## config.mk

```make
export PLATFORM = sky130hd
export DESIGN_NAME = sblp_step
export DESIGN_NICKNAME = d
export VERILOG_FILES = /design/src/sblp_pkg.sv /design/src/sblp_step.sv
export SDC_FILE = /design/constraint.sdc
export NUM_CORES = 1
export LEC_CHECK = 0
export ABC_AREA = 1
export BUFFER_PORTS_ARGS = -buffer_cell sky130_fd_sc_hd__buf_4
export CAP_MARGIN = 20
export CORE_ASPECT_RATIO = 0.9
export CORE_UTILIZATION = 53
export CTS_CLUSTER_DIAMETER = 120
export DETAILED_ROUTE_END_ITERATION = 10
export PLACE_DENSITY = 0.73
export SYNTH_ARGS = -nofsm -noshare
export SYNTH_HDL_FRONTEND = slang
export SYNTH_SLANG_ARGS = --single-unit
```

## constraint.sdc

```tcl
create_clock -name clk -period 4.1 [get_ports clk]
set_input_delay 0.82 -clock clk [delete_from_list [all_inputs] [get_ports clk]]
set_output_delay 0.82 -clock clk [all_outputs]
set_load 0.01 [all_outputs]
```

## src/sblp_pkg.sv

```systemverilog
// Package for the serial boot loader protocol engine.
// Holds protocol codes, event kinds and the result record types.
// No dependencies.
package sblp_pkg;

  localparam logic [7:0] START_BYTE = 8'h93;
  localparam logic [7:0] END_BYTE   = 8'h39;
  localparam logic [7:0] RC_GOOD    = 8'h00;
  localparam logic [7:0] RC_BAD     = 8'hFF;
  localparam logic [7:0] RC_TOO_BIG = 8'h88;

  localparam logic [7:0] CMD_LOOPBACK = 8'd0;
  localparam logic [7:0] CMD_SETUP    = 8'd1;
  localparam logic [7:0] CMD_CHUNK    = 8'd2;
  localparam logic [7:0] CMD_FINAL    = 8'd3;
  localparam logic [7:0] CMD_JUMP     = 8'd4;
  localparam logic [7:0] NUM_CMDS     = 8'd5;

  localparam int unsigned MAX_CHUNK = 2048;
  localparam int unsigned LEN_W     = 12;

  localparam logic [1:0] KIND_TX      = 2'd0;
  localparam logic [1:0] KIND_FORWARD = 2'd1;
  localparam logic [1:0] KIND_VERDICT = 2'd2;
  localparam logic [1:0] KIND_JUMP    = 2'd3;

  localparam int unsigned MAX_RES   = 3;
  localparam int unsigned Q_DEPTH   = 4;
  localparam int unsigned Q_PTR_W   = $clog2(Q_DEPTH);
  localparam int unsigned Q_CNT_W   = $clog2(Q_DEPTH + 1);

  typedef struct packed {
    logic [1:0]       event_kind;
    logic [7:0]       data_byte;
    logic [31:0]      target_address;
    logic [LEN_W-1:0] chunk_length;
    logic             commit_ok;
    logic             last_of_run;
  } res_t;

  typedef struct packed {
    logic [1:0]             n;
    res_t [MAX_RES-1:0]     item;
  } push_t;

endpackage

```

## src/sblp_step.sv

```systemverilog
// Protocol state and per-byte decode: turns one received byte into up to
// three result records. Depends on sblp_pkg.
module sblp_step import sblp_pkg::*; (
  input  logic       clk,
  input  logic       rst_n,
  input  logic       fire,
  input  logic [7:0] rx_byte,
  output push_t      push
);

  typedef enum logic [3:0] {
    PH_IDLE, PH_CMD, PH_ECHO_LEN, PH_ECHO_DATA, PH_SETUP_ADDR, PH_SETUP_SIZE,
    PH_SETUP_SUM, PH_CHUNK_LEN, PH_CHUNK_DATA, PH_CHUNK_SUM, PH_JUMP_ADDR
  } phase_t;

  phase_t           phase_r, phase_nxt;
  logic [1:0]       wcnt_r, wcnt_nxt;
  logic [31:0]      wshift_r, wshift_nxt;
  logic [31:0]      load_base_r, load_base_nxt;
  logic [31:0]      write_offset_r, write_offset_nxt;
  logic [31:0]      chunk_base_r, chunk_base_nxt;
  logic [7:0]       exp_sum_r, exp_sum_nxt;
  logic [31:0]      remaining_r, remaining_nxt;
  logic [LEN_W-1:0] chunk_idx_r, chunk_idx_nxt;
  logic [7:0]       chunk_sum_r, chunk_sum_nxt;
  logic [7:0]       comm_sum_r, comm_sum_nxt;

  logic [31:0]      word_base, word_new;
  logic             word_done, sum_ok;
  push_t            p;

  function automatic res_t mk_res(logic [1:0] kind, logic [7:0] data,
                                  logic [31:0] addr, logic [LEN_W-1:0] len,
                                  logic ok);
    res_t r;
    r.event_kind     = kind;
    r.data_byte      = data;
    r.target_address = addr;
    r.chunk_length   = len;
    r.commit_ok      = ok;
    r.last_of_run    = 1'b0;
    return r;
  endfunction

  function automatic res_t mk_tx(logic [7:0] data);
    return mk_res(KIND_TX, data, 32'd0, '0, 1'b0);
  endfunction

  assign word_base = (wcnt_r == 2'd0) ? 32'd0 : wshift_r;
  assign word_new  = word_base | ({24'd0, rx_byte} << {wcnt_r, 3'b000});
  assign word_done = (wcnt_r == 2'd3);
  assign sum_ok    = (rx_byte == chunk_sum_r);

  always_comb begin
    phase_nxt        = phase_r;
    wcnt_nxt         = wcnt_r;
    wshift_nxt       = wshift_r;
    load_base_nxt    = load_base_r;
    write_offset_nxt = write_offset_r;
    chunk_base_nxt   = chunk_base_r;
    exp_sum_nxt      = exp_sum_r;
    remaining_nxt    = remaining_r;
    chunk_idx_nxt    = chunk_idx_r;
    chunk_sum_nxt    = chunk_sum_r;
    comm_sum_nxt     = comm_sum_r;
    p.n              = 2'd0;
    p.item           = '0;

    case (phase_r)
      PH_IDLE: begin
        if (rx_byte == START_BYTE) phase_nxt = PH_CMD;
      end
      PH_CMD: begin
        wcnt_nxt   = 2'd0;
        wshift_nxt = 32'd0;
        if (rx_byte >= NUM_CMDS) begin
          p.item[0] = mk_tx(RC_BAD);
          p.item[1] = mk_tx(END_BYTE);
          p.n       = 2'd2;
          phase_nxt = PH_IDLE;
        end else if (rx_byte == CMD_LOOPBACK) begin
          phase_nxt = PH_ECHO_LEN;
        end else if (rx_byte == CMD_SETUP) begin
          phase_nxt = PH_SETUP_ADDR;
        end else if (rx_byte == CMD_CHUNK) begin
          phase_nxt = PH_CHUNK_LEN;
        end else if (rx_byte == CMD_FINAL) begin
          p.item[0] = mk_tx((comm_sum_r == exp_sum_r) ? RC_GOOD : exp_sum_r);
          p.item[1] = mk_tx(END_BYTE);
          p.n       = 2'd2;
          phase_nxt = PH_IDLE;
        end else begin
          phase_nxt = PH_JUMP_ADDR;
        end
      end
      PH_ECHO_LEN: begin
        wshift_nxt = word_new;
        wcnt_nxt   = wcnt_r + 2'd1;
        if (word_done) begin
          remaining_nxt = word_new;
          if (word_new == 32'd0) begin
            p.item[0] = mk_tx(RC_GOOD);
            p.item[1] = mk_tx(END_BYTE);
            p.n       = 2'd2;
            phase_nxt = PH_IDLE;
          end else begin
            phase_nxt = PH_ECHO_DATA;
          end
        end
      end
      PH_ECHO_DATA: begin
        p.item[0]     = mk_tx(rx_byte);
        p.n           = 2'd1;
        remaining_nxt = remaining_r - 32'd1;
        if (remaining_r == 32'd1) begin
          p.item[1] = mk_tx(RC_GOOD);
          p.item[2] = mk_tx(END_BYTE);
          p.n       = 2'd3;
          phase_nxt = PH_IDLE;
        end
      end
      PH_SETUP_ADDR: begin
        wshift_nxt = word_new;
        wcnt_nxt   = wcnt_r + 2'd1;
        if (word_done) begin
          load_base_nxt  = word_new;
          chunk_base_nxt = word_new + write_offset_r;
          wshift_nxt     = 32'd0;
          phase_nxt      = PH_SETUP_SIZE;
        end
      end
      PH_SETUP_SIZE: begin
        wshift_nxt = word_new;
        wcnt_nxt   = wcnt_r + 2'd1;
        if (word_done) phase_nxt = PH_SETUP_SUM;
      end
      PH_SETUP_SUM: begin
        exp_sum_nxt = rx_byte;
        p.item[0]   = mk_tx(RC_GOOD);
        p.item[1]   = mk_tx(END_BYTE);
        p.n         = 2'd2;
        phase_nxt   = PH_IDLE;
      end
      PH_CHUNK_LEN: begin
        wshift_nxt = word_new;
        wcnt_nxt   = wcnt_r + 2'd1;
        if (word_done) begin
          remaining_nxt = word_new;
          chunk_idx_nxt = '0;
          chunk_sum_nxt = 8'd0;
          if (word_new > 32'(MAX_CHUNK)) begin
            p.item[0] = mk_tx(RC_TOO_BIG);
            p.item[1] = mk_tx(END_BYTE);
            p.n       = 2'd2;
            phase_nxt = PH_IDLE;
          end else if (word_new == 32'd0) begin
            phase_nxt = PH_CHUNK_SUM;
          end else begin
            phase_nxt = PH_CHUNK_DATA;
          end
        end
      end
      PH_CHUNK_DATA: begin
        p.item[0] = mk_res(KIND_FORWARD, rx_byte,
                           chunk_base_r + {{(32-LEN_W){1'b0}}, chunk_idx_r}, '0, 1'b0);
        p.n           = 2'd1;
        chunk_sum_nxt = chunk_sum_r + rx_byte;
        chunk_idx_nxt = chunk_idx_r + 1'b1;
        remaining_nxt = remaining_r - 32'd1;
        if (remaining_r == 32'd1) phase_nxt = PH_CHUNK_SUM;
      end
      PH_CHUNK_SUM: begin
        p.item[0] = mk_res(KIND_VERDICT, 8'd0, chunk_base_r, chunk_idx_r, sum_ok);
        p.item[1] = mk_tx(sum_ok ? RC_GOOD : chunk_sum_r);
        p.item[2] = mk_tx(END_BYTE);
        p.n       = 2'd3;
        phase_nxt = PH_IDLE;
        if (sum_ok) begin
          write_offset_nxt = write_offset_r + {{(32-LEN_W){1'b0}}, chunk_idx_r};
          chunk_base_nxt   = chunk_base_r + {{(32-LEN_W){1'b0}}, chunk_idx_r};
          comm_sum_nxt     = comm_sum_r + chunk_sum_r;
        end
      end
      PH_JUMP_ADDR: begin
        wshift_nxt = word_new;
        wcnt_nxt   = wcnt_r + 2'd1;
        if (word_done) begin
          p.item[0] = mk_res(KIND_JUMP, 8'd0, word_new, '0, 1'b0);
          p.item[1] = mk_tx(RC_BAD);
          p.item[2] = mk_tx(END_BYTE);
          p.n       = 2'd3;
          phase_nxt = PH_IDLE;
        end
      end
      default: begin
        phase_nxt = PH_IDLE;
      end
    endcase

    case (p.n)
      2'd1:    p.item[0].last_of_run = 1'b1;
      2'd2:    p.item[1].last_of_run = 1'b1;
      2'd3:    p.item[2].last_of_run = 1'b1;
      default: ;
    endcase

    if (!fire) p.n = 2'd0;
  end

  assign push = p;

  always_ff @(posedge clk) begin
    if (!rst_n) begin
      phase_r        <= PH_IDLE;
      wcnt_r         <= 2'd0;
      wshift_r       <= 32'd0;
      load_base_r    <= 32'd0;
      write_offset_r <= 32'd0;
      chunk_base_r   <= 32'd0;
      exp_sum_r      <= 8'd0;
      remaining_r    <= 32'd0;
      chunk_idx_r    <= '0;
      chunk_sum_r    <= 8'd0;
      comm_sum_r     <= 8'd0;
    end else if (fire) begin
      phase_r        <= phase_nxt;
      wcnt_r         <= wcnt_nxt;
      wshift_r       <= wshift_nxt;
      load_base_r    <= load_base_nxt;
      write_offset_r <= write_offset_nxt;
      chunk_base_r   <= chunk_base_nxt;
      exp_sum_r      <= exp_sum_nxt;
      remaining_r    <= remaining_nxt;
      chunk_idx_r    <= chunk_idx_nxt;
      chunk_sum_r    <= chunk_sum_nxt;
      comm_sum_r     <= comm_sum_nxt;
    end
  end

endmodule

```

After elaboration in Yosys (flattened, before gate mapping). Index checks and enable logic that the tools add are counted.

Add/sub/neg operators: 8. Multiply operators: 0. Div/mod/pow operators: 0. $lt $le $gt $ge: 2. Equal/unequal tests: 31. Shift-type cells: 1. Mux-type cells: 60. Bitwise operators: 1. Reductions and logical operators: 21.

Operator list (number): $mux 108 (9); $pmux 56 s7 (2); $mux 170 (1); $pmux 56 s3 (1); $mux 32 (5); $pmux 32 s2 (2); $mux 114 (1); $pmux 32 s3 (1); $add 32x12->32 (2); $mux 4 (14); $pmux 4 s9 (1); $add 32x32->32 (1); $eq 32x1->1 const B (1); $gt 32x12->1 const B (1); $logic_not 32->1 (1); $or 32x32->32 (1); $shl 8x5->32 (1); $sub 32x1->32 const B (1); $mux 8 (3); $pmux 12 s2 (1); $mux 2 (11); $ne 2x2->1 const B (9); $add 8x8->8 (2); $eq 4x3->1 const B (4); 30 further kinds (48).

Bits in registers: 170. Bits in latches: 0. RAM bits: 0. Bits in read-only memories: 0. Input bits: 11. Output and inout port bits: 170. Word-level logic and storage cells: 134. Memories: 0.

Longest topological paths before layout.
Depth after elaboration: 9. Depth in mapped cells: 22. Mapped depth without buffers: 19.

Least setup slack after synthesis. No wires, ideal clock.

Path type: input port to output port. From: in rx_byte[1]. To: out push[169] in the netlist's numbering. Arrival time: 2.106 ns. Path slack: 1.174 ns. Cell stages on the path: 13. Path through: clkbuf_1 > nand2_1 > o21ai_1 > nor2_1 > nand2_1 > nor2_1 > nand2_1 > nand2_1 > nand2_1 > nand2_4 > nand2_1 > nor2_1 > nor2_1.

RTL lines: from (decl) (line sblp_step.sv:7) `input logic [7:0] rx_byte,`; to (decl) (line sblp_step.sv:8) `output push_t push`.

==> results.toml <==
[yosys]
yosysTopAreaCellShare = 0.2161
synth_common_cells = "nand2_1, inv_1, nor2_1"
yosysMostFrequentCell = "nand2_1"
synth_compound_area_frac = 0.1776
synthAdderAreaFrac = 0.06516
synth-simple-area-share = 0.3581
avgSynthCellArea_sq_um = 5.992
ys_ff_latch = 170
synth_flop_cell = "dfxtp_1"
synth_top_family_by_area = "simple AND/OR/NAND/NOR gates"
synth_enable_flop_cells = 0
synth.cell_area_sq_mm = 0.01575
synth_area_leader_cell = "dfxtp_1"
synth.area.mux_share = 0
yosys_warnings = 0
synth_area_leaders = "dfxtp_1, nand2_1, a21oi_1, inv_1, nand3_1"
synth_xor_area_frac = 0.02940
yosysUniqueCellTypes = 50
ys_seq_area_frac = 0.2161
postSynth.asyncResetShare = 0
synthCells = 2628

[timing]
fin_crit_sh = 0.9508
clock_skew_ns = 0.01634
tns_ns = 0
hold_viol = 0
tightest_slew_ns = 1.091
setup_viol = 0
rsz0062_at_grt = "false"
slew_viol_final = 0
maxSlewHeadroom = 0.2729
finalWorstPathRequiredPeriod_ns = 3.898
fmax_ghz = 0.2565

[final_layout]
antennaDiodeCount = 0
stdcell_count = 3076
area_growth_pct = 6.992
post-route-util = 0.5792
n_fill_cell = 2979
drive_gt1_frac = 0.07724
final_cell_area_sq_mm = 0.01685
multi_input_area_sq_mm = 0.01029
fin_nets = 2757
regArea_sq_mm = 0.003403

[worst_setup_path]
cp_max_fo = 7
crit_arrival_ns = 3.08
r2r-start = "wcnt_r[0]"
r2r.worst_path.cells = 19
end_kind = "output pin"
regToRegSetupSlack_ns = 0.72
worst_ep_required_time_ns = 3.28
worst_setup_path_start_kind = "register"
r2r-end = "chunk_base_r[26]"
critPathKind = "reg -> out"

[cts]
hold_buffers = 0
postCtsSetupBuffers = 0
htree_levels = 4
cts_buffers = 17
clk_pin_slew_worst_paths_ns = 0.08
cts_sinks = 170
cts_tree = "yes"
clk_path_buf_depth = 2
clk_latency_ns = 0.46
clock-root-buffer = "clkbuf_16"

[die]
dieHeight_um = 165.5
die-area_sq_mm = 0.03040
io_pins = 181
fp.dieW_um = 183.7
start_util = 0.5414
core_area_sq_mm = 0.02909
std_cell_rows = 59

[route]
remaining_drc_errors = 0
viasPerCell = 5.827
first_iter_violations = 2206
dr_total_vias = 17925
firstDrtPassIters = 6
routedWlPerCell_um = 19.28
drtAntennaViolNets = 0
wl_um = 59300

[min_path]
min_to = "remaining_r[29]"
min_from = "remaining_r[29]"
whs_path_depth = 2
min_path_type = "reg -> reg"

[global_route]
grt_use_total = 0.3883
antenna_found_initial = 0
grt_pass1_wl_um = 90320
grt_pass1_vias = 15928
grt_remaining_overflow = 0
grt_max_degree = 52

[placement]
placed_area_sq_mm = 0.01619
dp_cells = 3043
hpwl_um = 45520
gp_congestion = 1.076
io_buffers = 82

[status]
status = "finished clean"

[job]
drv_cap = 0

[pwr]
peakVddDrop_mv = 0.3094
power.leakage_nw = 8.267
finalPower_w = 0.003633
powerDensity_mw_per_mm2 = 215.6
==> final cells by class <==
| cell class | instances | share of cell area |
|---|---|---|
| flip-flops and latches | 170 | 0.2020 |
| inverters | 311 | 0.06974 |
| multi-input cells | 2057 | 0.6109 |
| repair buffers | 110 | 0.05095 |
| clock buffers | 18 | 0.02607 |
| clock inverters | 14 | 0.01092 |
| well taps | 396 | 0.02941 |
==> through the flow <==
step,hold WS (ns),setup WS (ns)
final,0.4708,0.2016
after global routing,0.4800,0.06151
after CTS,0.4713,0.1725
after detailed placement,0.4620,0.5945
after global placement,0.4529,0.4841
after floorplan,0.4445,1.174
==> worst max path at each step <==
stage / to / start / slack (ns)
6_report: push[26] / chunk_idx_r[0] / 0.20
5_1_grt: push[169] / wcnt_r[0] / 0.06
4_1_cts: push[169] / wcnt_r[0] / 0.17
3_5_place_dp: chunk_base_r[19] / rx_byte[6] / 0.59
3_3_place_gp: chunk_base_r[19] / rx_byte[6] / 0.48
2_1_floorplan: push[169] / rx_byte[1] / 1.17
==> kinds of logic after synthesis <==
logic type / count (synthesis)
AO/OA/AOI/OAI: 510
AND/OR/NAND/NOR: 1318
XOR/XNOR: 52
adder cells (fa/ha/maj): 79
other: 1
flip-flops: 170
buffers and inverters: 498
==> critical path: stages (launching register included) <==
cell      delay (ns)
dfxtp_1         0.44
ha_1            0.36
fa_1            0.28
nand2_1         0.09
o21ai_1         0.27
nand3_1         0.18
nand3_1         0.30
nand2_1         0.13
nand3_1         0.15
o221ai_1        0.19
buf_4           0.22
==> sequential cells by signal (all words and copies together) (netlist names), 4 cells and up <==
register and flops:
wshift_r 32, exp_sum_r 8, remaining_r 32, write_offset_r 32
chunk_idx_r 12, comm_sum_r 8, chunk_base_r 32, chunk_sum_r 8
phase_r 4
==> power by group <==
part           internal [W]  switching (W)  leakage [nW]
combinational     0.0000307       0.000143          6.59
clock              0.000994       0.000814         0.309
sequential          0.00165    0.000000626          1.37
==> layer usage <==
metal  GRT usage  share of wire  vias up
met5           0              0        -
met4      0.1348          0.032        0
met3     0.07039           0.11      125
met2      0.6006           0.43     1040
met1      0.5390           0.43     8243
li1            -              -     8517
==> what timing repair did <==
| item | in CTS | in global routing |
|---|---|---|
| hold endpoints to repair | 0 | 0 |
| endpoints found under the setup margin | 0 | 2 |
| gates resized for setup | 0 | 2 |
==> layout by cell type, fill, tap and decap left out, types with 11 or more instances in the layout <==
cell and instances:
buf_4 108, a31oi_1 17, inv_1 294, dfxtp_1 170, nor3_1 36, xor2_1 40
conb_1 98, nand4_1 42, clkbuf_16 17, o21ai_0 138, nand3_1 214, o211ai_1 15
o21ai_1 44, a22oi_1 14, nand2_1 674, xnor2_1 11, nor2_1 278, inv_2 14
o221ai_1 17, or2_2 12, ha_1 74, nand3b_1 17, a21oi_1 236
No activity file was read; power rests on OpenSTA's default activity.
