## src/sblp_pkg.sv

```systemverilog
// Package for the serial boot loader protocol engine.
// Holds protocol codes, event kinds and the result record types.
// No dependencies.
package sblp_pkg;

  localparam logic [7:0] START_BYTE = 8'h93;
  localparam logic [7:0] END_BYTE   = 8'h39;
  localparam logic [7:0] RC_GOOD    = 8'h00;
  localparam logic [7:0] RC_BAD     = 8'hFF;
  localparam logic [7:0] RC_TOO_BIG = 8'h88;

  localparam logic [7:0] CMD_LOOPBACK = 8'd0;
  localparam logic [7:0] CMD_SETUP    = 8'd1;
  localparam logic [7:0] CMD_CHUNK    = 8'd2;
  localparam logic [7:0] CMD_FINAL    = 8'd3;
  localparam logic [7:0] CMD_JUMP     = 8'd4;
  localparam logic [7:0] NUM_CMDS     = 8'd5;

  localparam int unsigned MAX_CHUNK = 2048;
  localparam int unsigned LEN_W     = 12;

  localparam logic [1:0] KIND_TX      = 2'd0;
  localparam logic [1:0] KIND_FORWARD = 2'd1;
  localparam logic [1:0] KIND_VERDICT = 2'd2;
  localparam logic [1:0] KIND_JUMP    = 2'd3;

  localparam int unsigned MAX_RES   = 3;
  localparam int unsigned Q_DEPTH   = 4;
  localparam int unsigned Q_PTR_W   = $clog2(Q_DEPTH);
  localparam int unsigned Q_CNT_W   = $clog2(Q_DEPTH + 1);

  typedef struct packed {
    logic [1:0]       event_kind;
    logic [7:0]       data_byte;
    logic [31:0]      target_address;
    logic [LEN_W-1:0] chunk_length;
    logic             commit_ok;
    logic             last_of_run;
  } res_t;

  typedef struct packed {
    logic [1:0]             n;
    res_t [MAX_RES-1:0]     item;
  } push_t;

endpackage

```

## src/sblp_queue.sv

```systemverilog
// Result queue: takes up to three records per cycle, hands out one per transfer.
// Depends on sblp_pkg.
module sblp_queue import sblp_pkg::*; (
  input  logic               clk,
  input  logic               rst_n,
  input  push_t              push,
  input  logic               pop,
  output res_t               head,
  output logic               head_valid,
  output logic [Q_CNT_W-1:0] count
);

  res_t               mem_r [Q_DEPTH];
  logic [Q_PTR_W-1:0] wr_ptr_r, rd_ptr_r;
  logic [Q_CNT_W-1:0] count_r, count_nxt;
  logic               do_pop;

  assign do_pop     = pop && (count_r != '0);
  assign count_nxt  = count_r + Q_CNT_W'(push.n) - Q_CNT_W'(do_pop);
  assign head       = mem_r[rd_ptr_r];
  assign head_valid = (count_r != '0);
  assign count      = count_r;

  always_ff @(posedge clk) begin
    for (int i = 0; i < MAX_RES; i++) begin
      if (i < int'(push.n)) mem_r[wr_ptr_r + Q_PTR_W'(i)] <= push.item[i];
    end
  end

  always_ff @(posedge clk) begin
    if (!rst_n) begin
      wr_ptr_r <= '0;
      rd_ptr_r <= '0;
      count_r  <= '0;
    end else begin
      wr_ptr_r <= wr_ptr_r + Q_PTR_W'(push.n);
      rd_ptr_r <= rd_ptr_r + Q_PTR_W'(do_pop);
      count_r  <= count_nxt;
    end
  end

endmodule

```

## config.mk

```make
export PLATFORM = sky130hd
export DESIGN_NAME = sblp_queue
export DESIGN_NICKNAME = d
export VERILOG_FILES = /design/src/sblp_pkg.sv /design/src/sblp_queue.sv
export SDC_FILE = /design/constraint.sdc
export NUM_CORES = 1
export LEC_CHECK = 0
export ABC_CLOCK_PERIOD_IN_PS = 8300
export BUFFER_PORTS_ARGS = -buffer_cell sky130_fd_sc_hd__buf_2
export CELL_PAD_IN_SITES_DETAIL_PLACEMENT = 1
export CELL_PAD_IN_SITES_GLOBAL_PLACEMENT = 1
export CORE_ASPECT_RATIO = 2
export CORE_MARGIN = 4
export CORE_UTILIZATION = 44
export CTS_CLUSTER_DIAMETER = 80
export DETAILED_ROUTE_END_ITERATION = 16
export GPL_TIMING_DRIVEN = 0
export PLACE_DENSITY_LB_ADDON = 0.1
export SYNTH_ARGS = -nofsm -noshare
export SYNTH_HDL_FRONTEND = slang
export SYNTH_SLANG_ARGS = --single-unit
```

## constraint.sdc

```tcl
create_clock -name clk -period 8.3 [get_ports clk]
set_input_delay 1.245 -clock clk [delete_from_list [all_inputs] [get_ports clk]]
set_output_delay 1.245 -clock clk [all_outputs]
set_load 0.01 [all_outputs]
```

; ---- Yosys cells after proc, flatten, opt, wreduce, memory -nomap -nowiden
; Memory sizes are Yosys's and may differ from the RTL's. A register that Yosys moved wholly into a read port is not among the register bits.
; Cells that the tools add are included.
[classes]
addsub = 6
mul = 0
div = 0
order_cmp = 3
eq_ne = 0
shift = 0
muxes = 7
bitwise_logic = 0
reduce_logical = 2
[op_table]
columns = cell, n
row1 = 1-bit 2-to-1 mux, 6
row2 = 1-bit by 2-bit < comparator with 1-bit output (first input constant), 2
row3 = 3-bit by 2-bit adder with 3-bit output, 1
row4 = 3-bit nonzero test, 1
row5 = 3-bit by 1-bit subtractor with 3-bit output, 1
row6 = 2-bit by 1-bit adder with 2-bit output, 1
row7 = 2-bit by 1-bit adder with 2-bit output (second input constant), 1
row8 = 2-bit adder, 1
row9 = 2-bit adder (second input constant), 1
row10 = 2-bit < comparator (first input constant), 1
row11 = 2-bit 2-to-1 mux, 1
row12 = 1-bit logical AND, 1
[word_totals]
register_bits = 7
latch_bits = 0
ramBits = 224
romBits = 0
input_bits = 173
out_inout_bits = 60
word_cells = 22
memories = 1
[memory_table]
columns = name, words, word_bits, read_ports, rd_ports_with_merged_regs, write_ports, line
row1 = mem_r, 4, 56, 1, 1, 3, sblp_queue.sv:13  ; res_t mem_r [Q_DEPTH];

; ---- Logic depth before layout (Yosys ltp)
; Gate-level depths: netlist of run 1.
[logic_depth]
ltp_word = 4
ltp_mapped = 9

; ---- Worst setup path after synthesis of run 1
; OpenSTA, ideal clock, no wires.
[synth_timing]
path_type = in2reg
startpoint = in push[169] (netlist name)
endpoint = mem mem_r[2][0] (netlist name) (enable)
setup_ns = 0.554
arrival_ns = 5.855
slack_ns = 1.891
stages = 5
path_buffers = 2
path_cell_list = buf_4 -> buf_4 -> o21a_1 -> nor2_1 -> a211oi_1
[synth_lines]
columns = item, line
row1 = "start, declared", sblp_queue.sv:6  ; input push_t push,
row2 = "end, declared", sblp_queue.sv:13

==> results of run 1 <==
per-layer routing:
layer / global-route usage [%] / up-vias
met5: 0 / -
met4: 15.49 / 14
met3: 5.064 / 169
met2: 59.53 / 570
met1: 33.88 / 6096
li1: - / 5378
worst register-to-register path: stages, from the launching register on:
cell,delay [ns]
dfxtp_1,0.51
buf_6,0.22
o21a_1,0.18
nor2_1,0.07
a211oi_4,0.57
buf_16,0.24
buf_8,0.17
buf_8,0.18
buf_16,0.18
power groups by stage:
stage | Combinational [mW] | Sequential [mW] | Clock [mW]
after global routing | 1.27 | 1.57 | 1.10
final | 1.19 | 1.56 | 1.05
after global placement | 1.11 | 1.62 | 0
after floorplan | 0.677 | 1.58 | 0
after CTS | 1.20 | 1.56 | 1.06
after detailed placement | 1.20 | 1.58 | 0
layout by cell type, fill, tap and decap left out, drive strengths merged, types with 3 or more instances in the layout:
cell type and n:
nand2 448, buf 336, nor2 227, a31oi 224, edfxtp 224, clkbuf 58, mux4 56, and2 7
dfxtp 7, xnor2 6, inv 5, diode 3, nand3 3, ha 3, clkinv 3, o21ai 3
layout make-up:
cell class / count / area, µm² / share of cell area, %
Buffer: 114 / 624.3 / 3.960
Inverter: 5 / 18.77 / 0.1190
Timing Repair Buffer: 246 / 1474 / 9.349
Sequential cell: 231 / 6867 / 43.56
Multi-Input combinational cell: 996 / 5600 / 35.52
Antenna cell: 3 / 7.507 / 0.04762
Clock buffer: 34 / 646.9 / 4.103
Tap cell: 364 / 455.4 / 2.889
Clock inverter: 5 / 71.32 / 0.4524
sequential cells by signal, summed over array words and instances (netlist names):
signal	cells
rd_ptr_r	2
count	3
mem_r	224
wr_ptr_r	2
Yosys cell counts (2+ instances only):
| cell type | count |
|---|---|
| nand2_1 | 448 |
| clkbuf_1 | 23 |
| edfxtp_1 | 224 |
| buf_6 | 8 |
| dfxtp_1 | 7 |
| a31oi_1 | 224 |
| and3b_1 | 2 |
| a211oi_1 | 2 |
| mux4_2 | 56 |
| o21ai_0 | 3 |
| nand3b_1 | 2 |
| ha_1 | 3 |
| nand3_1 | 3 |
| inv_1 | 5 |
| and2_1 | 7 |
| xnor2_1 | 6 |
| buf_2 | 66 |
| buf_1 | 2 |
| buf_4 | 14 |
| nor2_1 | 227 |
logic make-up after synthesis:
kind of cell / count (synthesis) / synth area share, %
compound gates: 233 / 11.18
xor+xnor: 6 / 0.4023
fa+ha+maj: 4 / 0.4406
buf+inv: 119 / 4.923
flops: 231 / 52.57
mux: 56 / 9.655
simple gates: 697 / 20.83
metrics by stage:
step	cell area [µm²]	power [mW]	utilization, %
6_report	15770	3.800	53.63
5_1_grt	15760	3.942	53.61
4_1_cts	15760	3.814	53.60
3_5_place_dp	15040	2.779	51.16
3_3_place_gp	14670	2.730	49.91
2_1_floorplan	13060	2.261	-
how the worst min path moves through the flow:
stage | from | to
floorplan | count[2] | count[2]
global placement | count[2] | count[2]
detailed placement | count[2] | count[2]
CTS | count[2] | count[2]
global route | count[2] | count[2]
finish | count[2] | count[2]
==> summary.md, run 1 <==
| Metric | Value |
|---|---|
| Outcome | `completed` |
| Syn Nets | `1523` |
| Wire length on met1 | `17520 µm` |
| Leak Pwr | `6.311 nW` |
| YS warnings | `0` |
| Die Width | `129.8 µm` |
| Worst endpoint required time | `7.05 ns` |
| Startpoint Class | `flip-flop` |
| Drt drc | `0` |
| Setup WS pre-CTS | `4.744 ns` |
| Grt ovf | `0` |
| Worst setup margin | `4.490 ns` |
| Synth top area cells | `edfxtp_1, nand2_1, a31oi_1` |
| Pin count of the biggest net entering global routing | `22` |
| Setup crit end kind | `primary output` |
| RSZ-0062 raised after global routing | `no` |
| Core Rows | `89` |
| Max Slew Vio Count | `0` |
| Clock network power share | `27.7%` |
| Sw Share | `31.36%` |
| Number of synthesized flops with an enable pin | `224` |
| Part of the power in combinational logic | `31.3%` |
| Final setup viols | `0` |
| TNS Setup | `0 ns` |
| Yosys reg bits | `231` |
| Peak VDD IR | `0.1996 mV` |
| Worst hold slack | `0.6612 ns` |
| R2R Path Start | `wr_ptr_r[0]` |
| Top layer in use | `met5` |
| Netlist cell types | `34` |
| Router iterations before antenna repair | `5` |
| Seq/Total Area, Yosys | `52.57%` |
| Vias/cell | `6.120` |
| Core ar. | `29400 µm²` |
| Post-synth top area share | `51.49%` |
| Post-CTS sizing | `0` |
| Hpwl dp | `37380 µm` |
| Placer Congestion | `0.8376` |
| First-pass GRT wire length | `77760 µm` |
| Clock Sinks | `231` |
| Min-Delay Path Class | `flip-flop to flip-flop` |
| CP top delay family | `buffers and inverters` |
| Fmax | `262.5 MHz` |
| Net switching power | `1.192 mW` |
| R2r endpoint | `mem_r[0][30]` |
| Layout cell share with drive strength beyond 1 | `26.18%` |
| Max transition margin | `34.49%` |
| Syn avg cell area | `9.705 µm²` |
| Max incr delay on CP | `0.57 ns` |
| Cells after Synth | `1346` |
| 1st-iter DRT viols | `937` |
| Reg clk slew, reported paths | `0.07 ns` |
| Crit Path Category | `flip-flop to primary output` |
| Power Dens Cells | `241.0 nW/µm²` |
| CTS buffer count | `22` |
| Cell count after placement | `1956` |
| Bufs and invs on worst path | `3` |
| Post-CTS setup buffer count | `0` |
| Antenna violations before repair | `9` |
| Cell depth of the worst flop-to-flop path | `8` |
| Synth Flop Type | `edfxtp_1` |
| Slew @ Worst Pin | `0.9789 ns` |
| CP max-delay cell | `clkbuf_1` |
| CP cell instances | `clkbuf_1 > buf_2 > mux4_2 > buf_2` |
| CTS max path bufs | `3` |
| Hold depth | `2` |
| CTS H-tree depth | `1` |
| Most Frequent Cell on Critical Path | `buf_2` |
| CTS tree | `done` |
| Clk_skew | `0.01312 ns` |
| Post-synthesis cell area | `13060 µm²` |
| Worst setup path end | `head[30]` |
| Final net count | `1793` |
| Post-synth ARST share | `0%` |
| Fin crit period | `3.810 ns` |
| DRT Wirelength | `52390 µm` |
| Worst skew pair latency | `0.53 ns` |
| Sequential power share | `41.0%` |
| Metal3 WL | `3568 µm` |
| Area leader, netlist | `edfxtp_1` |
| Post-DRT Antenna Nets | `0` |
| Hold buffers post-CTS | `0` |
| Die area | `32680 µm²` |
| Period utilisation layout | `45.90%` |
| Finished Layout Cells | `1998` |
| CP Depth | `4` |
| CTS root buf | `clkbuf_16` |
| Area grow syn2layout | `20.69%` |
| Wirelength per Cell | `26.22 µm` |
| Crit Path Max Fanout | `10` |
| CP Launch Point | `rd_ptr_r[1]` |
| DIE HEIGHT | `251.7 µm` |
| Vias in the first global route | `13224` |
| Initial Utilization | `44.43%` |
| Ports | `233` |
| Power Internal | `2.608 mW` |
| Fillers | `3443` |
| Metal2 WL | `28870 µm` |
| Max Cap Viol | `0` |
| DR vias | `12227` |
| Tot GR Track Use | `31.84%` |
| Hold Vio Cnt, Final | `0` |
| Worst reg-to-reg setup slack | `5.66 ns` |
| Port buffer count | `231` |
| Crit path DAT | `2.56 ns` |
Note: power is estimated with default switching activity, not from simulation.
==> run 2: changes to the inputs <==
Settings changed: ABC_AREA from default to 1, ABC_CLOCK_PERIOD_IN_PS 8300 to 3300, CORE_UTILIZATION 44 to 38.
Clock period 8.3 ns to 3.3 ns, I/O delays scaled along.
==> run 2 against run 1 <==
- first-iteration DRC count shrank 14%
- sequential power increased by 140%
- critical endpoint unchanged
- clock skew shrank 0.0066 ns
- total power grew 140%
- worst setup slack lost 4.5 ns
- cell area is 4.2% higher
- highest routed layer is now met4
- global-route usage fell by 1.6 points
- sequential share of layout area shrank 1.8 points
- synthesized cell count grew 36%
- worst hold slack lost 0.42 ns
- final cell count grew 28%
- core utilization fell by 7.7 points
==> summary.md, run 2 <==
| Metric | Value |
|---|---|
| Outcome | `completed` |
| CTS max path bufs | `3 (unchanged)` |
| Netlist cell types | `21 (-38%)` |
| Commonest cells in the netlist | `nand2_1, nand3_1, edfxtp_1, inv_1, o21ai_0` |
| Worst endpoint required time | `2.80 ns (-4.25 ns)` |
| Fmax | `306.2 MHz` |
| Combined area of the multi-input logic cells | `5707 µm² (+1.9%)` |
| Initial Utilization | `38.56% (-5.9 points)` |
| Max transition margin | `35.59% (+1.1 points)` |
| Vias/cell | `5.646 (-7.7%)` |
| Synth top area cells | `edfxtp_1, nand2_1, nand3_1` |
| Setup crit end kind | `primary output` |
| Drt drc | `0 (unchanged)` |
| Commonest cells after routing, fill and taps aside | `nand2_1, buf_2, nand3_1` |
| RSZ-0062 raised after global routing | `yes` |
| Hold Vio Cnt, Final | `0 (unchanged)` |
| Worst skew pair latency | `0.53 ns (about the same)` |
| Period utilisation layout | `98.96%` |
| Tot GR Track Use | `30.29% (-1.6 points)` |
| Final setup viols | `0 (unchanged)` |
| YS warnings | `0 (unchanged)` |
| Post-CTS setup buffer count | `0 (unchanged)` |
| Die Width | `142.8 µm (+10%)` |
| Post-DRT Antenna Nets | `0 (unchanged)` |
| Leak Pwr | `7.668 nW (+21%)` |
| Router iterations before antenna repair | `5 (unchanged)` |
| CTS H-tree depth | `1 (unchanged)` |
| Peak VDD IR | `0.3066 mV (+54%)` |
| Max Slew Vio Count | `0 (unchanged)` |
| Register area | `6867 µm² (unchanged)` |
| Min-Delay Path Class | `input pin to flip-flop` |
| 1st-iter DRT viols | `805 (-14%)` |
| Crit path DAT | `2.77 ns (+0.21 ns)` |
| CTS buffer count | `23 (+4.5%)` |
| Power Dens Cells | `563.9 nW/µm² (+130%)` |
| Post-synth top area share | `48.73% (-2.8 points)` |
| Clk_skew | `0.006471 ns (-0.006648 ns)` |
| Worst hold slack | `0.2452 ns (-0.4160 ns)` |
| Startpoint Class | `flip-flop` |
| DR vias | `14449 (+18%)` |
| Number of synthesized flops with an enable pin | `224 (unchanged)` |
| Grt ovf | `0 (unchanged)` |
| Antenna violations before repair | `1 (-8)` |
| Vias in the first global route | `15464 (+17%)` |
| Overall Power | `9.263 mW (+140%)` |
| Layout cell share with drive strength beyond 1 | `16.99% (-9.2 points)` |
| Die area | `39630 µm² (+21%)` |
| Post-synth ARST share | `0% (unchanged)` |
| Area leader, netlist | `edfxtp_1` |
| Fillers | `4615 (+34%)` |
| Max FFs per register | `224 (unchanged)` |
| Reg clk slew, reported paths | `0.07 ns (about the same)` |
| Biggest register | `mem_r` |
| First-pass GRT wire length | `90670 µm (+17%)` |
| Clock Sinks | `231 (unchanged)` |
| Pin count of the biggest net entering global routing | `41 (+86%)` |
| CTS root buf | `clkbuf_16` |
| DIE HEIGHT | `277.5 µm (+10%)` |
| Syn avg cell area | `7.539 µm² (-22%)` |
| Synth Flop Type | `edfxtp_1` |
| Crit Path Category | `flip-flop to primary output` |
| Crit Path Max Fanout | `10 (unchanged)` |
| Yosys reg bits | `231 (unchanged)` |
| Syn Nets | `2008 (+32%)` |
| Ports | `233 (unchanged)` |
| Core ar. | `35800 µm² (+22%)` |
| Slew @ Worst Pin | `0.9641 ns (-0.01481 ns)` |
| DRT Wirelength | `61020 µm (+16%)` |
| Port buffer count | `232 (+0.43%)` |
| Post-synthesis cell area | `13800 µm² (+5.7%)` |
| Commonest non-fill, non-tap cell in the layout | `nand2_1` |
| Hpwl dp | `43620 µm (+17%)` |
| Max Cap Viol | `0 (unchanged)` |
| CTS tree | `done` |
| Area grow syn2layout | `19.00%` |
| Cells after Synth | `1831 (+36%)` |
| Most frequent cell after synthesis | `nand2_1` |
| Placer Congestion | `0.8724 (+4.2%)` |
| Wirelength per Cell | `23.85 µm (-9.1%)` |
| Fin crit period | `3.266 ns` |
| Core Rows | `98 (+10%)` |
| Final net count | `2271 (+27%)` |
| Seq/Total Area, Yosys | `49.74% (-2.8 points)` |
[run 2: cell types whose count changed after synthesis, sizes merged, moves of 104 or more]
| cell | delta |
|---|---|
| inv | +179 |
| o21ai | +279 |
| a31oi | -224 |
| nand2 | +134 |
| nand3 | +227 |
| nor2 | -104 |
[run 2: per-stage QoR]
| step | utilization (%) | cell area (µm²) | setup WS [ns] | TNS, ns | instances |
|---|---|---|---|---|---|
| after floorplan | - | 13810 | 0.07441 | 0 | 1831 |
| after global placement | 43.39 | 15540 | -2.617 | -437.61 | 2513 |
| after detailed placement | 43.98 | 15750 | 0.2402 | 0 | 2520 |
| after CTS | 45.86 | 16420 | -0.001041 | -0.001041 | 2558 |
| after global routing | 45.87 | 16420 | -0.01378 | -0.01378 | 2557 |
| final | 45.88 | 16430 | 0.03429 | 0 | 2559 |
[run 2: repair_timing]
| action | 4_1_cts | 5_1_grt |
|---|---|---|
| hold buffers | 0 | 0 |
| gates resized for setup | 11 | 8 |
| endpoints found under the setup margin | 29 | 8 |
[run 2: layout make-up]
cell class                      instances  share of cell area, %
Buffer                                132                  3.671
Antenna cell                            2                0.03047
Clock buffer                           28                  3.618
Tap cell                              450                  3.428
Inverter                              184                  4.204
Sequential cell                       231                  41.80
Timing Repair Buffer                  239                  8.104
Multi-Input combinational cell       1283                  34.74
Clock inverter                         10                 0.4037
[run 2: cells by family after synthesis]
logic type,share of synthesized area (%)
xor gates and xnor gates,0.06346
adders and majority gates,0.4170
buffers and inverters,9.263
DFF,49.74
and+or+nand+nor,27.59
AOI/OAI and AO/OA,12.92
[run 2: worst paths after layout]
check / startpoint / depth (start not counted) / slack [ns] / end
hold reg to reg: count[2] / 2 / 0.52 / count[2]
setup / recovery: rd_ptr_r[0] / 6 / 0.03 / head[30]
hold / removal: push[155] / 3 / 0.25 / mem_r[2][43]
setup reg to reg: wr_ptr_r[1] / 6 / 0.53 / mem_r[0][21]
[run 2: report_power, final]
group	total, mW	internal [mW]	switching, mW
Clock	2.51	1.35	1.16
Combinational	2.97	0.909	2.06
Sequential	3.78	3.69	0.0943
Total	9.26	5.94	3.32
[run 2: metal layers]
metal,wire [µm],vias to the layer above,global-route usage [%]
met2,33620,589,57.86
met5,0,-,0
met1,20690,7081,31.87
met4,3246,0,15.08
li1,-,6597,-
met3,3464,182,3.260
[run 2: worst max-delay path: stages, from the launching register on]
cell and delay (ns):
dfxtp_1 0.31, clkbuf_1 0.53, buf_2 0.43, clkbuf_2 0.36, nor2_1 0.09, o22ai_1 0.31
buf_2 0.21
==> run 3: changes to the inputs <==
--- a/config.mk
+++ b/config.mk
@@ -16,2 +16,3 @@
 export CTS_CLUSTER_DIAMETER = 80
+export CTS_CLUSTER_SIZE = 12
 export DETAILED_ROUTE_END_ITERATION = 16
@@ -19,2 +20,3 @@
 export PLACE_DENSITY_LB_ADDON = 0.1
+export SETUP_SLACK_MARGIN = 0.5
 export SYNTH_ARGS = -nofsm -noshare
--- a/constraint.sdc
+++ b/constraint.sdc
@@ -3,2 +3,2 @@
 set_output_delay 0.495 -clock clk [all_outputs]
-set_load 0.01 [all_outputs]
+set_load 0.1 [all_outputs]
==> run 3 against run 2 <==
- clock power down 4%
- sequential power about the same
- final cell count down 0.31%
- cell area up 4.1%
- global-route usage down 0.20 points
- combinational power up 92%
- register-to-register slack better by 0.12 ns
- critical path depth up 1
- worst hold slack better by 0.0026 ns
- fmax up 20%
- clock-buffer cell count up 2
- die area unchanged
- critical endpoint is now head[23]
- largest power group is now combinational cells
==> summary.md, run 3 (synthesis gave the netlist of run 2 again) <==
| Metric | Value |
|---|---|
| Outcome | `completed` |
| Cell depth of the worst flop-to-flop path | `6 (unchanged)` |
| RSZ-0062 raised after global routing | `yes` |
| Grt ovf | `0 (unchanged)` |
| Tot GR Track Use | `30.09% (-0.20 points)` |
| Die Width | `142.8 µm (unchanged)` |
| Layout cell share with drive strength beyond 1 | `20.42% (+3.4 points)` |
| Slew @ Worst Pin | `0.9265 ns (-0.03755 ns)` |
| DIE HEIGHT | `277.5 µm (unchanged)` |
| R2r endpoint | `mem_r[0][36]` |
| Leak Pwr | `7.932 nW (+3.4%)` |
| Hold Vio Cnt, Final | `0 (unchanged)` |
| Startpoint Class | `flip-flop` |
| Crit Path Category | `flip-flop to primary output` |
| CTS tree | `done` |
| Ports | `233 (unchanged)` |
| Core ar. | `35800 µm² (unchanged)` |
| Fillers | `4502 (-2.4%)` |
| Vias/cell | `5.657 (+0.18%)` |
| Placer Congestion | `0.8855 (+1.5%)` |
| CTS H-tree depth | `1 (unchanged)` |
| Worst hold path startpoint | `push[137]` |
| Setup WS pre-CTS | `0.2903 ns (+0.05011 ns)` |
| R2R Path Start | `wr_ptr_r[1]` |
| Final setup viols | `0 (unchanged)` |
| Finished Layout Cells | `2551 (-0.31%)` |
| Commonest non-fill, non-tap cell in the layout | `nand2_1` |
| Diodes inserted | `0 (-2)` |
| Vias in the first global route | `15635 (+1.1%)` |
| Pin count of the biggest net entering global routing | `41 (unchanged)` |
| DR vias | `14430 (-0.13%)` |
| Antenna violations before repair | `1 (unchanged)` |
| Initial Utilization | `38.56% (unchanged)` |
| First-pass GRT wire length | `90440 µm (-0.25%)` |
| Core Rows | `98 (unchanged)` |
| M2 GR Usage | `56.48% (-1.4 points)` |
| Fin crit period | `2.714 ns (-0.5519 ns)` |
| 1st-iter DRT viols | `780 (-3.1%)` |
| TNS Setup | `0 ns (unchanged)` |
| Crit Path Max Fanout | `10 (unchanged)` |
| Cell count after placement | `2519 (-0.040%)` |
| Port buffer count | `232 (unchanged)` |
| Hold buffers post-CTS | `0 (unchanged)` |
| Final net count | `2272 (+0.044%)` |
| Hold depth | `3 (unchanged)` |
| Worst reg-to-reg setup slack | `0.65 ns (+0.12 ns)` |
| Wirelength per Cell | `23.62 µm (-0.93%)` |
| Max transition margin | `38.09% (+2.5 points)` |
| Commonest cells after routing, fill and taps aside | `nand2_1, buf_2, nand3_1` |
| Router iterations before antenna repair | `7 (+2)` |
| Clk_skew | `0.01291 ns (+0.006443 ns)` |
| Fmax | `368.5 MHz (+20%)` |
| CTS buffer count | `23 (unchanged)` |
| CTS root buf | `clkbuf_16` |
| Min-Delay Path Class | `input pin to flip-flop` |
| Clock Sinks | `231 (unchanged)` |
| Drt drc | `0 (unchanged)` |
| Biggest register | `mem_r` |
| Grt met1 use | `31.87% (about the same)` |
| Max Cap Viol | `0 (unchanged)` |
| Post-DRT Antenna Nets | `0 (unchanged)` |
| Worst skew pair latency | `0.53 ns (about the same)` |
| Power Dens Cells | `697.0 nW/µm² (+24%)` |
| GRT Max-Usage Layer | `met2` |
| Hpwl dp | `43280 µm (-0.80%)` |
| Setup crit end kind | `primary output` |
| DRT Wirelength | `60270 µm (-1.2%)` |
| Die area | `39630 µm² (unchanged)` |
| Worst endpoint required time | `2.80 ns (about the same)` |
| Crit path DAT | `2.22 ns (-0.55 ns)` |
| Worst hold slack | `0.2478 ns (+0.002648 ns)` |
| Area grow syn2layout | `23.82%` |
| Period utilisation layout | `82.24% (-17 points)` |
| Max FFs per register | `224 (unchanged)` |
| CTS max path bufs | `3 (unchanged)` |
| Reg clk slew, reported paths | `0.07 ns (about the same)` |
| Max Slew Vio Count | `0 (unchanged)` |
| Design area | `17090 µm² (+4.1%)` |
| Met3 Use GR | `3.174% (-0.086 points)` |
| Worst setup margin | `0.5862 ns (+0.5519 ns)` |
| Hold EP | `mem_r[2][25]` |
| Placed Area | `16060 µm² (+2.0%)` |
| Peak VDD IR | `0.5962 mV (+94%)` |
-- run 3: cell types whose count changed in the layout (fill, tap and decap cells not counted), moves of 4 or more --
| cell | change |
|---|---|
| clkinv_1 | -7 |
| buf_8 | +4 |
| buf_2 | -55 |
| clkbuf_1 | -14 |
| o21ai_0 | -4 |
| clkbuf_4 | +10 |
| o21ai_1 | +4 |
| o22ai_1 | -56 |
| buf_12 | +5 |
| o22ai_2 | +56 |
| buf_6 | +28 |
| buf_4 | +25 |
-- run 3: critical path: stages, from the launching register on --
cell	delay (ns)
dfxtp_1	0.30
clkbuf_2	0.20
inv_1	0.16
buf_6	0.18
clkbuf_4	0.26
nor2_1	0.07
o22ai_2	0.24
buf_6	0.26
-- run 3: how the worst max path moves through the flow --
| stage | startpoint | cells after the start | to |
|---|---|---|---|
| after floorplan | count[1] | 10 | count[2] |
| after global placement | push[169] | 3 | mem_r[3][35] |
| after detailed placement | rd_ptr_r[0] | 6 | head[27] |
| after CTS | rd_ptr_r[0] | 7 | head[22] |
| after global routing | rd_ptr_r[1] | 5 | head[18] |
| final | rd_ptr_r[0] | 7 | head[23] |
-- run 3: cell type report --
cell class | count | area (µm²) | share of cell area (%)
buffer | 133 | 674.4 | 3.946
clock buffer | 30 | 601.8 | 3.521
clock inverter | 1 | 11.26 | 0.06588
inverter | 184 | 690.7 | 4.041
multi-input combinational | 1283 | 6060 | 35.45
sequential | 231 | 6867 | 40.17
tap | 450 | 563.0 | 3.294
timing repair buffer | 239 | 1625 | 9.509
-- run 3: what timing repair did --
action / 4_1_cts / 5_1_grt
buffers inserted: 0 / 1
pin swaps: 2 / 4
setup endpoints to repair: 56 / 90
gates resized for setup: 137 / 25
-- run 3: metrics by stage --
stage | power [mW] | util, %
after CTS | 11.88 | 47.56
after global placement | 9.001 | 44.41
after global routing | 12.34 | 47.74
after detailed placement | 9.113 | 44.87
after floorplan | 7.742 | -
final | 11.91 | 47.74
-- run 3: where the power goes --
part	switching, mW	total (mW)	internal [mW]
logic	4.31	5.71	1.39
clock network	1.16	2.42	1.27
registers	0.0980	3.79	3.69
-- run 3: layer usage --
| metal | routed length (µm) | share of wire [%] | vias to the layer above |
|---|---|---|---|
| met5 | 18 | 0.030 | - |
| met3 | 3176 | 5.3 | 203 |
| met4 | 3614 | 6.0 | 2 |
| met1 | 20790 | 34 | 7040 |
| li1 | - | - | 6590 |
| met2 | 32670 | 54 | 595 |
